## src/rtl/mts_pkg.sv

```systemverilog
// Package of the multiplexed timeout scheduler: widths, codes and types.
// Depends on nothing; all files but the RAM and the macro header import it.
`default_nettype none

package mts_pkg;

   localparam int MAX_TIMERS_DEF = 8;
   localparam int ID_BITS_DEF    = 8;
   localparam int MODE_W         = 2;
   localparam int ID_PORT_W      = 8;
   localparam int MS_W           = 16;

   typedef enum logic [MODE_W-1:0] {
      MODE_START  = 2'd0,
      MODE_STOP   = 2'd1,
      MODE_EXPIRE = 2'd2,
      MODE_NOP    = 2'd3
   } mode_type;

   typedef enum logic [4:0] {
      ST_IDLE   = 5'b00001,
      ST_ARMED  = 5'b00010,
      ST_READ   = 5'b00100,
      ST_PROC   = 5'b01000,
      ST_FINISH = 5'b10000
   } state_type;

   typedef struct packed {
      logic [MS_W-1:0] a;
      logic [MS_W-1:0] b;
      logic [MS_W-1:0] cmp_val;
   } alu_req_type;

   typedef struct packed {
      logic [MS_W-1:0] diff;
      logic            less;
   } alu_res_type;

endpackage

`default_nettype wire

```

## src/rtl/mts_if.sv

```systemverilog
// Channel interfaces of the timeout scheduler: request and response.
// Depends on mts_pkg for the payload widths.
`default_nettype none

interface mts_req_if import mts_pkg::*; ();
   logic                 valid;
   logic                 ready;
   logic [MODE_W-1:0]    mode;
   logic [ID_PORT_W-1:0] timer_id;
   logic [MS_W-1:0]      timeout_ms;
   logic [MS_W-1:0]      remaining_ms;

   modport source (output valid, mode, timer_id, timeout_ms, remaining_ms, input ready);
   modport sink   (input valid, mode, timer_id, timeout_ms, remaining_ms, output ready);
endinterface

interface mts_rsp_if import mts_pkg::*; ();
   logic                 valid;
   logic                 ready;
   logic                 fired_valid;
   logic [ID_PORT_W-1:0] fired_id;
   logic                 program_valid;
   logic [MS_W-1:0]      program_ms;
   logic                 table_full;

   modport source (output valid, fired_valid, fired_id, program_valid, program_ms,
                   table_full, input ready);
   modport sink   (input valid, fired_valid, fired_id, program_valid, program_ms,
                   table_full, output ready);
endinterface

`default_nettype wire

```

## src/rtl/multiplexed_timeout_scheduler.sv

```systemverilog
// Top level of the multiplexed timeout scheduler: sequencer and entry table.
// Depends on mts_pkg, mts_if, mts_ram and mts_alu.
`default_nettype none
// Usage
// The request channel carries one command per transfer: start (or restart) a
// software timer with a timeout, stop a timer, or report that the hardware
// timer has expired. The response channel returns one result per request: the
// timer that fired (on an expiry), the value to load into the hardware timer,
// and a flag when a start found the table full.
// A start or an expiry first fetches the armed entry, then sweeps the table
// entry by entry; a stop or an ignored command skips that fetch, and any item
// on an empty table goes straight to the final step. The entry RAM has a
// single read port and there is one shared subtract-and-compare unit, so
// each entry is visited in a read step followed by a process step. The
// response becomes valid in the same cycle as the sequencer returns to idle,
// in which the next request can be accepted. Requests are taken only while
// the sequencer is idle; the finished response waits in an output register,
// so a new request is taken while the previous response is still held. If
// the receiver stalls, the sequencer holds the next result in its final step
// until the register frees.
// Reset empties the table at once; the entry RAM needs no clearing pass since
// only entries below the fill count are ever read.

module multiplexed_timeout_scheduler import mts_pkg::*; #(
   parameter int MAX_TIMERS = MAX_TIMERS_DEF,
   parameter int ID_BITS    = ID_BITS_DEF
) (
   input  wire        clock,
   input  wire        reset,
   mts_req_if.sink    req_chan,
   mts_rsp_if.source  rsp_chan
);

   localparam int IDX_W = (MAX_TIMERS > 1) ? $clog2(MAX_TIMERS) : 1;
   localparam int CNT_W = $clog2(MAX_TIMERS + 1);
   localparam int ENT_W = ID_BITS + MS_W;
   localparam logic [CNT_W-1:0] MAX_CNT = CNT_W'(MAX_TIMERS);

   // Sequencer state and the latched request.
   state_type          state_ff, state_in;
   mode_type           mode_ff, mode_in;
   logic [ID_BITS-1:0] id_ff, id_in;
   logic [MS_W-1:0]    tmo_ff, tmo_in;
   logic [MS_W-1:0]    rem_ff, rem_in;

   // Table bookkeeping: fill count and the position loaded into the hardware timer.
   logic [CNT_W-1:0]   count_ff, count_in;
   logic [IDX_W-1:0]   armed_ff, armed_in;

   // Working registers of one sweep over the table.
   logic [MS_W-1:0]    amount_ff, amount_in;
   logic [CNT_W-1:0]   idx_ff, idx_in;
   logic [CNT_W-1:0]   dst_ff, dst_in;
   logic               found_ff, found_in;
   logic               best_valid_ff, best_valid_in;
   logic [MS_W-1:0]    best_t_ff, best_t_in;
   logic [IDX_W-1:0]   best_idx_ff, best_idx_in;
   logic               fired_valid_ff, fired_valid_in;
   logic [ID_BITS-1:0] fired_id_ff, fired_id_in;

   // Output register of the response channel.
   logic               out_valid_ff, out_valid_in;
   logic               res_fired_valid_ff, res_fired_valid_in;
   logic [ID_BITS-1:0] res_fired_id_ff, res_fired_id_in;
   logic               res_prog_valid_ff, res_prog_valid_in;
   logic [MS_W-1:0]    res_prog_ms_ff, res_prog_ms_in;
   logic               res_full_ff, res_full_in;

   // Entry RAM and shared unit.
   logic               ram_wr_en;
   logic [IDX_W-1:0]   ram_wr_addr;
   logic [ENT_W-1:0]   ram_wr_data;
   logic               ram_rd_en;
   logic [IDX_W-1:0]   ram_rd_addr;
   logic [ENT_W-1:0]   ram_rd_data;
   logic [ID_BITS-1:0] ent_id;
   logic [MS_W-1:0]    ent_t;
   alu_req_type        alu_req;
   alu_res_type        alu_res;

   logic [ID_BITS-1:0]   req_id;
   logic [ID_PORT_W-1:0] fired_id_port;
   logic                 is_start, is_stop, is_expire;
   logic                 match, skip, take, room;
   logic                 append, fin_valid;
   logic [MS_W-1:0]      fin_best_t;
   logic [IDX_W-1:0]     fin_best_idx;

   // If ID_BITS fits the port, only the low ID_BITS of the incoming id are kept and
   // the fired id is zero-extended onto the eight-bit port; if wider, the reverse.
   generate
      if (ID_BITS <= ID_PORT_W) begin : g_id_narrow
         assign req_id        = req_chan.timer_id[ID_BITS-1:0];
         assign fired_id_port = ID_PORT_W'(res_fired_id_ff);
      end else begin : g_id_wide
         assign req_id        = {{(ID_BITS-ID_PORT_W){1'b0}}, req_chan.timer_id};
         assign fired_id_port = res_fired_id_ff[ID_PORT_W-1:0];
      end
   endgenerate

   mts_ram #(
      .WIDTH (ENT_W),
      .DEPTH (MAX_TIMERS)
   ) u_ram (
      .clock   (clock),
      .wr_en   (ram_wr_en),
      .wr_addr (ram_wr_addr),
      .wr_data (ram_wr_data),
      .rd_en   (ram_rd_en),
      .rd_addr (ram_rd_addr),
      .rd_data (ram_rd_data)
   );

   mts_alu u_alu (
      .alu_req (alu_req),
      .alu_res (alu_res)
   );

   assign ent_id = ram_rd_data[ENT_W-1:MS_W];
   assign ent_t  = ram_rd_data[MS_W-1:0];

   assign is_start  = (mode_ff == MODE_START);
   assign is_stop   = (mode_ff == MODE_STOP);
   assign is_expire = (mode_ff == MODE_EXPIRE);

   // Only the first entry that carries the id counts as a match.
   assign match = (ent_id == id_ff) && !found_ff;
   // An expiry drops the armed entry; a stop drops the matching one. Every
   // later entry then moves down one place as it is written back.
   assign skip  = (is_expire && (idx_ff[IDX_W-1:0] == armed_ff)) || (is_stop && match);
   assign take  = !best_valid_ff || alu_res.less;

   // Final step of an item: a start for a new id is appended if there is room.
   assign room         = (dst_ff < MAX_CNT);
   assign append       = is_start && !found_ff && room;
   assign fin_valid    = best_valid_ff || append;
   assign fin_best_t   = (append && take) ? tmo_ff : best_t_ff;
   assign fin_best_idx = (append && take) ? dst_ff[IDX_W-1:0] : best_idx_ff;

   assign req_chan.ready = (state_ff == ST_IDLE);

   always_comb begin
      state_in           = state_ff;
      mode_in            = mode_ff;
      id_in              = id_ff;
      tmo_in             = tmo_ff;
      rem_in             = rem_ff;
      count_in           = count_ff;
      armed_in           = armed_ff;
      amount_in          = amount_ff;
      idx_in             = idx_ff;
      dst_in             = dst_ff;
      found_in           = found_ff;
      best_valid_in      = best_valid_ff;
      best_t_in          = best_t_ff;
      best_idx_in        = best_idx_ff;
      fired_valid_in     = fired_valid_ff;
      fired_id_in        = fired_id_ff;
      out_valid_in       = out_valid_ff && !rsp_chan.ready;
      res_fired_valid_in = res_fired_valid_ff;
      res_fired_id_in    = res_fired_id_ff;
      res_prog_valid_in  = res_prog_valid_ff;
      res_prog_ms_in     = res_prog_ms_ff;
      res_full_in        = res_full_ff;
      ram_wr_en          = 1'b0;
      ram_wr_addr        = dst_ff[IDX_W-1:0];
      ram_wr_data        = {ent_id, alu_res.diff};
      ram_rd_en          = 1'b0;
      ram_rd_addr        = idx_ff[IDX_W-1:0];
      alu_req.a          = ent_t;
      alu_req.b          = '0;
      alu_req.cmp_val    = best_t_ff;

      unique case (state_ff)
         ST_IDLE: begin
            if (req_chan.valid) begin
               mode_in        = mode_type'(req_chan.mode);
               id_in          = req_id;
               tmo_in         = req_chan.timeout_ms;
               rem_in         = req_chan.remaining_ms;
               amount_in      = '0;
               idx_in         = '0;
               dst_in         = '0;
               found_in       = 1'b0;
               best_valid_in  = 1'b0;
               fired_valid_in = 1'b0;
               fired_id_in    = '0;
               if (count_ff == '0) begin
                  state_in = ST_FINISH;
               end else if ((mode_type'(req_chan.mode) == MODE_START) ||
                            (mode_type'(req_chan.mode) == MODE_EXPIRE)) begin
                  // Fetch the armed entry first: it sets the charge for the sweep.
                  ram_rd_en   = 1'b1;
                  ram_rd_addr = armed_ff;
                  state_in    = ST_ARMED;
               end else begin
                  state_in = ST_READ;
               end
            end
         end
         ST_ARMED: begin
            // A start charges the time the armed entry has run; an expiry
            // charges its whole timeout and reports it.
            alu_req.a = ent_t;
            alu_req.b = is_start ? rem_ff : '0;
            amount_in = alu_res.diff;
            if (is_expire) begin
               fired_valid_in = 1'b1;
               fired_id_in    = ent_id;
            end
            state_in = ST_READ;
         end
         ST_READ: begin
            ram_rd_en = 1'b1;
            state_in  = ST_PROC;
         end
         ST_PROC: begin
            if (is_start && match) begin
               alu_req.a = tmo_ff;
               alu_req.b = '0;
            end else if (is_start || is_expire) begin
               alu_req.b = amount_ff;
            end
            if ((is_start || is_stop) && match) begin
               found_in = 1'b1;
            end
            if (!skip) begin
               ram_wr_en = 1'b1;
               dst_in    = dst_ff + CNT_W'(1);
               if (take) begin
                  best_valid_in = 1'b1;
                  best_t_in     = alu_res.diff;
                  best_idx_in   = dst_ff[IDX_W-1:0];
               end
            end
            idx_in = idx_ff + CNT_W'(1);
            if ((idx_ff + CNT_W'(1)) == count_ff) begin
               state_in = ST_FINISH;
            end else begin
               state_in = ST_READ;
            end
         end
         ST_FINISH: begin
            alu_req.a       = tmo_ff;
            alu_req.b       = '0;
            alu_req.cmp_val = best_t_ff;
            if (!out_valid_ff || rsp_chan.ready) begin
               if (append) begin
                  ram_wr_en   = 1'b1;
                  ram_wr_data = {id_ff, tmo_ff};
               end
               count_in           = dst_ff + CNT_W'(append);
               armed_in           = fin_best_idx;
               out_valid_in       = 1'b1;
               res_fired_valid_in = fired_valid_ff;
               res_fired_id_in    = fired_id_ff;
               res_prog_valid_in  = fin_valid;
               res_prog_ms_in     = fin_valid ? fin_best_t : '0;
               res_full_in        = is_start && !found_ff && !room;
               state_in           = ST_IDLE;
            end
         end
         default: begin
            state_in = ST_IDLE;
         end
      endcase
   end

   always_ff @(posedge clock) begin
      if (reset) begin
         state_ff     <= ST_IDLE;
         count_ff     <= '0;
         out_valid_ff <= 1'b0;
      end else begin
         state_ff     <= state_in;
         count_ff     <= count_in;
         out_valid_ff <= out_valid_in;
      end
   end

   always_ff @(posedge clock) begin
      mode_ff            <= mode_in;
      id_ff              <= id_in;
      tmo_ff             <= tmo_in;
      rem_ff             <= rem_in;
      armed_ff           <= armed_in;
      amount_ff          <= amount_in;
      idx_ff             <= idx_in;
      dst_ff             <= dst_in;
      found_ff           <= found_in;
      best_valid_ff      <= best_valid_in;
      best_t_ff          <= best_t_in;
      best_idx_ff        <= best_idx_in;
      fired_valid_ff     <= fired_valid_in;
      fired_id_ff        <= fired_id_in;
      res_fired_valid_ff <= res_fired_valid_in;
      res_fired_id_ff    <= res_fired_id_in;
      res_prog_valid_ff  <= res_prog_valid_in;
      res_prog_ms_ff     <= res_prog_ms_in;
      res_full_ff        <= res_full_in;
   end

   assign rsp_chan.valid         = out_valid_ff;
   assign rsp_chan.fired_valid   = res_fired_valid_ff;
   assign rsp_chan.fired_id      = fired_id_port;
   assign rsp_chan.program_valid = res_prog_valid_ff;
   assign rsp_chan.program_ms    = res_prog_ms_ff;
   assign rsp_chan.table_full    = res_full_ff;

endmodule

`default_nettype wire

```

## src/rtl/mts_ram.sv

```systemverilog
// Generic single-write, single-read RAM with a registered read port.
// Depends on nothing but its parameters.
`default_nettype none

module mts_ram #(
   parameter  int WIDTH = 24,
   parameter  int DEPTH = 8,
   localparam int AW    = (DEPTH > 1) ? $clog2(DEPTH) : 1
) (
   input  wire                clock,
   input  wire                wr_en,
   input  wire [AW-1:0]       wr_addr,
   input  wire [WIDTH-1:0]    wr_data,
   input  wire                rd_en,
   input  wire [AW-1:0]       rd_addr,
   output logic [WIDTH-1:0]   rd_data
);

   logic [WIDTH-1:0] mem_ff [DEPTH];

   always_ff @(posedge clock) begin
      if (wr_en) begin
         mem_ff[wr_addr] <= wr_data;
      end
      if (rd_en) begin
         rd_data <= mem_ff[rd_addr];
      end
   end

endmodule

`default_nettype wire

```

## src/rtl/mts_alu.sv

```systemverilog
// Shared arithmetic unit: saturating subtract followed by a less-than compare.
// Depends on mts_pkg for the request and result structs.
`default_nettype none

module mts_alu import mts_pkg::*; (
   input  alu_req_type alu_req,
   output alu_res_type alu_res
);

   logic [MS_W-1:0] diff;

   // The difference is clamped at zero, then compared with the running best.
   assign diff         = (alu_req.a > alu_req.b) ? (alu_req.a - alu_req.b) : '0;
   assign alu_res.diff = diff;
   assign alu_res.less = (diff < alu_req.cmp_val);

endmodule

`default_nettype wire

```

## src/flat_wrapper.sv

```systemverilog
// flat-port wrapper written by rule: the top's interface ports become plain ports
module multiplexed_timeout_scheduler_flat import mts_pkg::*;
#(
   parameter int MAX_TIMERS = MAX_TIMERS_DEF,
   parameter int ID_BITS    = ID_BITS_DEF
)
  (clock, reset, req_chan_valid, req_chan_mode, req_chan_timer_id, req_chan_timeout_ms, req_chan_remaining_ms, req_chan_ready, rsp_chan_valid, rsp_chan_fired_valid, rsp_chan_fired_id, rsp_chan_program_valid, rsp_chan_program_ms, rsp_chan_table_full, rsp_chan_ready);
  mts_req_if req_chan_i ();
  mts_rsp_if rsp_chan_i ();
  input  wire clock;
  input  wire reset;
  input wire logic [$bits(req_chan_i.valid)-1:0] req_chan_valid;
  input wire logic [$bits(req_chan_i.mode)-1:0] req_chan_mode;
  input wire logic [$bits(req_chan_i.timer_id)-1:0] req_chan_timer_id;
  input wire logic [$bits(req_chan_i.timeout_ms)-1:0] req_chan_timeout_ms;
  input wire logic [$bits(req_chan_i.remaining_ms)-1:0] req_chan_remaining_ms;
  output wire logic [$bits(req_chan_i.ready)-1:0] req_chan_ready;
  output wire logic [$bits(rsp_chan_i.valid)-1:0] rsp_chan_valid;
  output wire logic [$bits(rsp_chan_i.fired_valid)-1:0] rsp_chan_fired_valid;
  output wire logic [$bits(rsp_chan_i.fired_id)-1:0] rsp_chan_fired_id;
  output wire logic [$bits(rsp_chan_i.program_valid)-1:0] rsp_chan_program_valid;
  output wire logic [$bits(rsp_chan_i.program_ms)-1:0] rsp_chan_program_ms;
  output wire logic [$bits(rsp_chan_i.table_full)-1:0] rsp_chan_table_full;
  input wire logic [$bits(rsp_chan_i.ready)-1:0] rsp_chan_ready;
  assign req_chan_i.valid = req_chan_valid;
  assign req_chan_i.mode = req_chan_mode;
  assign req_chan_i.timer_id = req_chan_timer_id;
  assign req_chan_i.timeout_ms = req_chan_timeout_ms;
  assign req_chan_i.remaining_ms = req_chan_remaining_ms;
  assign req_chan_ready = req_chan_i.ready;
  assign rsp_chan_valid = rsp_chan_i.valid;
  assign rsp_chan_fired_valid = rsp_chan_i.fired_valid;
  assign rsp_chan_fired_id = rsp_chan_i.fired_id;
  assign rsp_chan_program_valid = rsp_chan_i.program_valid;
  assign rsp_chan_program_ms = rsp_chan_i.program_ms;
  assign rsp_chan_table_full = rsp_chan_i.table_full;
  assign rsp_chan_i.ready = rsp_chan_ready;
  multiplexed_timeout_scheduler #(.MAX_TIMERS(MAX_TIMERS), .ID_BITS(ID_BITS)) u_core (.clock(clock), .reset(reset), .req_chan(req_chan_i), .rsp_chan(rsp_chan_i));
endmodule
```

## config.mk

```make
export PLATFORM = sky130hd
export DESIGN_NAME = multiplexed_timeout_scheduler_flat
export DESIGN_NICKNAME = d
export VERILOG_FILES = /design/src/rtl/mts_pkg.sv /design/src/rtl/mts_if.sv /design/src/rtl/multiplexed_timeout_scheduler.sv /design/src/rtl/mts_ram.sv /design/src/rtl/mts_alu.sv /design/src/flat_wrapper.sv
export SDC_FILE = /design/constraint.sdc
export NUM_CORES = 1
export LEC_CHECK = 0
export ABC_AREA = 1
export BUFFER_PORTS_ARGS = -buffer_cell sky130_fd_sc_hd__buf_2
export CAP_MARGIN = 5
export CORE_MARGIN = 3
export CORE_UTILIZATION = 55
export CTS_CLUSTER_SIZE = 16
export DETAILED_ROUTE_END_ITERATION = 10
export PLACE_DENSITY = 0.73
export SYNTH_ARGS = -nofsm -noshare
export SYNTH_HDL_FRONTEND = slang
export SYNTH_SLANG_ARGS = --single-unit
export TNS_END_PERCENT = 50
```

## constraint.sdc

```tcl
create_clock -name clock -period 7.6 [get_ports clock]
set_clock_uncertainty 0.2 [all_clocks]
set_input_delay 0.76 -clock clock [delete_from_list [all_inputs] [get_ports clock]]
set_output_delay 0.76 -clock clock [all_outputs]
set_load 0.05 [all_outputs]
```

==> qor.yml, run 1 <==
logic_synthesis:
  ys_seq_elements: 352
  synth_area_mm2: 0.01537
  synth_top_cell_by_area: "edfxtp_1"
  synthCells: 1335
  synth_top_area_share_pct: 66.82
  async_reset_ff_share_pct: 0
  avgSynthCellArea_um2: 11.51
  syn_nets: 1417
  synth_ff_type: "edfxtp_1"
  synth_area_leaders: "edfxtp_1, nand2_1, nor2_1"
  yosysSeqAreaShare_pct: 68.12
  synth-edff-count: 342
  netlist-cell-type-count: 45
  yosys_warnings: 0
pwr:
  vdd_drop_max_v: 0.0001577
  power_frac_seq_pct: 46.9
  internal-power_mw: 3.737
  p_switching_mw: 1.604
  pwr-share-comb_pct: 21.3
  power_frac_clock_pct: 31.7
  powerDensity_mw_per_mm2: 308.1
  switching_share_pct: 30.03
  p_leak_nw: 6.523
  power_mw: 5.341
grt:
  grt_first_pass_wirelength_um: 55500
  grt_max_degree: 97
  grt_overflow: 0
  grt_pass1_vias: 9978
  antenna_found_initial: 0
  grt.total_usage_pct: 23.49
timing:
  tns_ns: 0
  setup_ws_ns: 0.6502
  setup_violations: 0
  period_minus_slack_ns: 6.950
  fin_crit_sh_pct: 91.44
  rsz0062_at_grt: "no"
  worst_pin_slew_ns: 1.226
  relSlewSlack_pct: 17.43
  drv_slew: 0
  finalHoldViolCount: 0
  fmax_mhz: 143.9
critical_path:
  required_ns: 7.66
  r2r-start: "u_core.id_ff[4]$_DFFE_PP_"
  cp_max_fo: 21
  critPathLaunch: "u_core.id_ff[4]$_DFFE_PP_"
  cpMostUsedCell: "nand2_1"
  slowest_stage: "nand2_1"
  start_kind: "flip-flop"
  critPathArrivalTime_ns: 7.01
  cp-end-kind: "flip-flop"
  slowest_delay_ns: 0.52
  setup.worst_path.class: "reg -> reg"
finish:
  layout_common_cells: "edfxtp_1, nand2_1, nor2_1"
  fill_cells: 2051
  multi_input_area_mm2: 0.004275
  register_area_mm2: 0.01047
  diodes: 0
  nets: 1502
  mostFrequentLayoutCell: "edfxtp_1"
  final_cells: 1816
  syn_to_final_growth_pct: 12.79
  drive_above_1_share_pct: 14.13
  fin_util_pct: 63.79
clock_network:
  cts_setup_buffers: 0
  numCtsBuffers: 37
  cts_tree: "yes"
  clk_latency_ns: 0.53
  clockBufferDepth: 3
  root_buffer: "clkbuf_16"
  clock_sinks: 352
  path_clk_slew_ns: 0.06
  postCtsResizedCells: 0
  htree_levels: 2
  ctsHoldBuffers: 0
placement:
  pre_cts_slack_ns: 0.5621
  numPlacedInstances: 1753
  gp_congestion: 0.9776
  io_buffers: 74
  hpwl_um: 22800
flow_run:
  max_cap_violations: 0
floorplanning:
  die_w_um: 173.2
  core_region_area_mm2: 0.02718
  rows: 60
  dieArea_mm2: 0.02999
  start_util_pct: 56.56
  io_pins: 75
  die_y_um: 173.2
status:
  status: "finished clean"
min_path:
  hold_class: "in -> reg"
  hold_start: "req_chan_timer_id[2]"
routing:
  ant_nets: 0
  vias: 10150
  drc_errors: 0
  wl_per_cell_um: 19.50
  drt-initial-drc-count: 883
  routed_wl_um: 35410
  vias_per_cell: 5.590
  dr.pass1.iters: 5
==> synthesized netlist by cell type (3+ instances only) <==
| library cell | instances |
|---|---|
| a21oi_1 | 40 |
| a31oi_1 | 3 |
| buf_2 | 8 |
| buf_6 | 5 |
| clkbuf_1 | 37 |
| dfxtp_1 | 10 |
| edfxtp_1 | 342 |
| ha_1 | 35 |
| inv_1 | 109 |
| inv_2 | 5 |
| mux2_2 | 24 |
| nand2_1 | 205 |
| nand3_1 | 74 |
| nand4_1 | 5 |
| nor2_1 | 192 |
| nor3_1 | 9 |
| nor4_1 | 3 |
| o21ai_0 | 118 |
| o21ai_1 | 9 |
| o22ai_1 | 49 |
| or2_2 | 11 |
| xnor2_1 | 8 |
| xor2_1 | 7 |
==> sequential cells by signal, summed over array words and instances, names as in the netlist, 16 cells and up <==
name and flops:
u_core.u_ram.rd_data 24, u_core.amount_ff 16, u_core.rsp_chan.program_ms 16, u_core.best_t_ff 16, u_core.tmo_ff 16, u_core.rem_ff 16, u_core.u_ram.mem_ff 192
==> path summary, 6_finish.rpt <==
kind	end	cells past startpoint	slack (ns)
max	u_core.rsp_chan.program_ms[2]$_SDFFCE_PN0P_	30	0.65
min	u_core.id_ff[2]$_DFFE_PP_	1	0.21
max reg2reg	u_core.rsp_chan.program_ms[2]$_SDFFCE_PN0P_	30	0.65
min reg2reg	u_core.rsp_chan.fired_id[7]$_DFFE_PP_	0	0.22
==> critical path: cells and delay by family, from the launching register on <==
kind | cells | cell delay [ns]
DFF | 1 | 0.41
adders and majority gates | 2 | 0.71
buffers and inverters | 5 | 0.67
AOI/OAI and AO/OA | 8 | 1.81
and+or+nand+nor | 15 | 2.91
==> metal layers <==
| metal | vias to the layer above | share of wire (%) | global-route usage, % |
|---|---|---|---|
| li1 | 4859 | - | - |
| met1 | 4834 | 42 | 33.27 |
| met2 | 405 | 47 | 38.54 |
| met3 | 54 | 8.5 | 3.294 |
| met4 | 0 | 2.4 | 6.588 |
| met5 | - | 0 | 0 |
==> power groups by stage <==
stage | Combinational [mW] | Clock (mW) | Sequential [mW]
after floorplan | 0.794 | 0 | 2.54
after global placement | 1.10 | 0 | 2.54
after detailed placement | 1.13 | 0 | 2.54
after CTS | 1.14 | 1.72 | 2.50
after global routing | 1.27 | 1.80 | 2.52
final | 1.14 | 1.69 | 2.51
==> cell type report <==
class                           count  area share [%]
Clock buffer                       45           5.637
Clock inverter                     18          0.9239
Sequential cell                   352           60.40
Inverter                          116           2.519
Timing Repair Buffer               98           3.176
Tap cell                          372           2.685
Multi-Input combinational cell    815           24.66
==> per-stage QoR <==
stage / area, um^2 / hold WS, ns
floorplan: 15370 / 0.2003
global placement: 16200 / 0.2050
detailed placement: 16200 / 0.2089
CTS: 17330 / 0.1864
global route: 17340 / 0.1937
finish: 17340 / 0.2060
==> cell families (layout without fill, tap and decap cells) <==
group,after synthesis,count (layout),synth area share (%)
DFF,352,352,68.12
muxes,24,24,1.758
and+or+nand+nor,508,508,13.64
buffers and inverters,168,277,4.420
xor gates and xnor gates,15,15,0.8548
adders and majority gates,36,36,2.979
AOI/OAI and AO/OA,232,232,8.230
Power figures use the tool's default switching activity.
==> inputs of run 2 (changes only) <==
- PLACE_DENSITY: 0.73 -> 0.72
- SYNTH_HIERARCHICAL: default -> 1
==> run 2 against run 1 <==
Effect of this change: total power increased by 11%; non-clock buffer count decreased by 4; register-to-register slack improved by 0.50 ns; critical path depth is 5 lower; highest routed layer unchanged; die area is 8.6% higher; sequential share of layout area is 4.3 points lower; setup slack improved by 0.50 ns.
==> qor.yml, run 2 <==
finish:
  mostFrequentLayoutCell: "nand2_1"
  diodes: 0
  syn_to_final_growth_pct: 11.54
  largest_reg_flops: 192
  fin_util_pct: 62.65
  nets: 1844
  drive_above_1_share_pct: 11.90
  largestRegisters: "u_core/u_ram/mem_ff: 192 flops, u_core/u_ram/rd_data: 24 flops"
  regMostFlops: "u_core/u_ram/mem_ff"
  final_cells: 2180
  layout_common_cells: "nand2_1, edfxtp_1, inv_1"
clock_network:
  htree_levels: 2
  clockBufferDepth: 3
  clock_sinks: 352
  clk_latency_ns: 0.52
  cts_setup_buffers: 0
  cts_tree: "yes"
  numCtsBuffers: 38
  ctsHoldBuffers: 0
  path_clk_slew_ns: 0.06
  postCtsResizedCells: 0
  root_buffer: "clkbuf_16"
timing:
  finalHoldViolCount: 0
  relSlewSlack_pct: 28.42
  fmax_mhz: 155.0
  drv_slew: 0
  fin_crit_sh_pct: 84.88
  period_minus_slack_ns: 6.451
  tns_ns: 0
  rsz0062_at_grt: "no"
  setup_violations: 0
  worst_pin_slew_ns: 1.072
logic_synthesis:
  synth_area_mm2: 0.01674
  synthCells: 1690
  netlist-cell-type-count: 45
  ys_seq_elements: 352
  avgSynthCellArea_um2: 9.903
  yosys_warnings: 6
  synth_top_area_share_pct: 61.36
  yosysSeqAreaShare_pct: 62.56
  synth_ff_type: "edfxtp_1"
  synth-edff-count: 342
  synthTopCellsByCount: "nand2_1, edfxtp_1, inv_1"
  synth_top_cell_by_area: "edfxtp_1"
  synth.most_common_cell: "nand2_1"
  synth_area_leaders: "edfxtp_1, nand2_1, inv_1"
  async_reset_ff_share_pct: 0
  syn_nets: 1772
min_path:
  hold_class: "reg -> reg"
  hold_start: "u_core/fired_id_ff[3]$_SDFFCE_PN0P_"
critical_path:
  cp-end-kind: "flip-flop"
  critPathLaunch: "u_core/state_ff[2]$_SDFFE_PP0P_"
  slowest_stage: "nand4_1"
  path_delay_family: "simple AND/OR/NAND/NOR gates"
  required_ns: 7.66
  r2r-start: "u_core/state_ff[2]$_SDFFE_PP0P_"
  cpMostUsedCell: "nand2_1"
  crit_buf_inv: 2
  start_kind: "flip-flop"
  cp_max_fo: 35
  slowest_delay_ns: 0.66
  setup.worst_path.class: "reg -> reg"
  critPathArrivalTime_ns: 6.51
pwr:
  pwr-share-comb_pct: 25.5
  p_switching_mw: 1.945
  p_leak_nw: 8.138
  power_frac_clock_pct: 30.9
  switching_share_pct: 32.80
  vdd_drop_max_v: 0.0001526
  internal-power_mw: 3.985
  power_frac_seq_pct: 43.6
  powerDensity_mw_per_mm2: 317.6
placement:
  numPlacedInstances: 2112
  io_buffers: 74
  hpwl_um: 24970
  gp_congestion: 0.9569
flow_run:
  max_cap_violations: 0
routing:
  vias: 11550
  ant_nets: 0
  drc_errors: 0
  routed_wl_um: 38570
  dr.pass1.iters: 5
  drt-initial-drc-count: 1053
  vias_per_cell: 5.300
  wl_per_cell_um: 17.69
floorplanning:
  io_pins: 75
  die_w_um: 180.4
  core_region_area_mm2: 0.02980
  die_y_um: 180.4
  start_util_pct: 56.17
  dieArea_mm2: 0.03256
  rows: 63
grt:
  grt.total_usage_pct: 23.43
  grt_overflow: 0
  grt_pass1_vias: 11260
  grt_first_pass_wirelength_um: 60760
  grt_max_degree: 75
  antenna_found_initial: 0
status:
  status: "finished clean"
[run 2: metal layers]
layer,vias up,global-route usage [%],wire length (um)
met5,-,0,0
met4,0,6.908,881
met3,67,3.068,2545
met2,441,38.89,18350
met1,5458,32.72,16780
li1,5588,-,-
[run 2: final timing paths]
path	to	slack, ns	depth (start not counted)
max	u_core/armed_ff[0]$_DFFE_PP_	1.15	25
min	u_core/rsp_chan.fired_id[3]$_DFFE_PP_	0.22	0
max reg2reg	u_core/armed_ff[0]$_DFFE_PP_	1.15	25
min reg2reg	u_core/rsp_chan.fired_id[3]$_DFFE_PP_	0.22	0
[run 2: cells by family after synthesis]
group / count (synthesis) / synth area share (%)
buf+inv: 373 / 9.136
mux: 3 / 0.2018
fa+ha+maj: 36 / 2.736
simple gates: 794 / 20.39
compound gates: 113 / 3.977
xor+xnor: 19 / 0.9943
flops: 352 / 62.56
[run 2: power groups by stage]
stage	Sequential [mW]	Combinational, mW	Clock, mW
after floorplan	2.62	1.05	0
after global placement	2.62	1.45	0
after detailed placement	2.62	1.48	0
after CTS	2.59	1.50	1.86
after global routing	2.60	1.68	1.95
final	2.59	1.51	1.83
[run 2: area by class of cell]
type / instances / area (um^2)
clock buffer: 49 / 1013
clock inverter: 19 / 214.0
fill: 2295 / 11130
inverter: 311 / 1171
multi-input combinational: 965 / 4791
sequential: 352 / 10470
tap: 390 / 488.0
timing repair buffer: 94 / 520.5
[run 2: through the flow]
stage	hold slack, ns	instance area (um^2)	worst slack [ns]	total power [mW]
final	0.2182	18670	1.150	5.929
after CTS	0.1972	18670	1.209	5.943
after detailed placement	0.2056	17440	1.248	4.108
after global routing	0.1959	18670	0.5934	6.225
after floorplan	0.2003	16740	2.511	3.670
after global placement	0.2021	17440	1.415	4.067
[run 2: worst reg2reg max path: stages, from the launching register on]
cell	delay, ns
dfxtp_1	0.33
nor2_2	0.21
nand4_1	0.66
clkinv_1	0.60
nand3_1	0.15
o21ai_0	0.11
ha_1	0.21
inv_1	0.09
fa_1	0.40
nand2_1	0.09
nand2_1	0.07
nand3_1	0.10
nand2_2	0.09
nand2_1	0.08
nand2_2	0.06
nand2_1	0.37
nor2_1	0.15
ha_1	0.32
a21oi_1	0.15
nor2_1	0.06
a211oi_1	0.25
nand2_1	0.11
a21oi_2	0.18
nor2_1	0.12
nor2_4	0.64
mux2_1	0.39
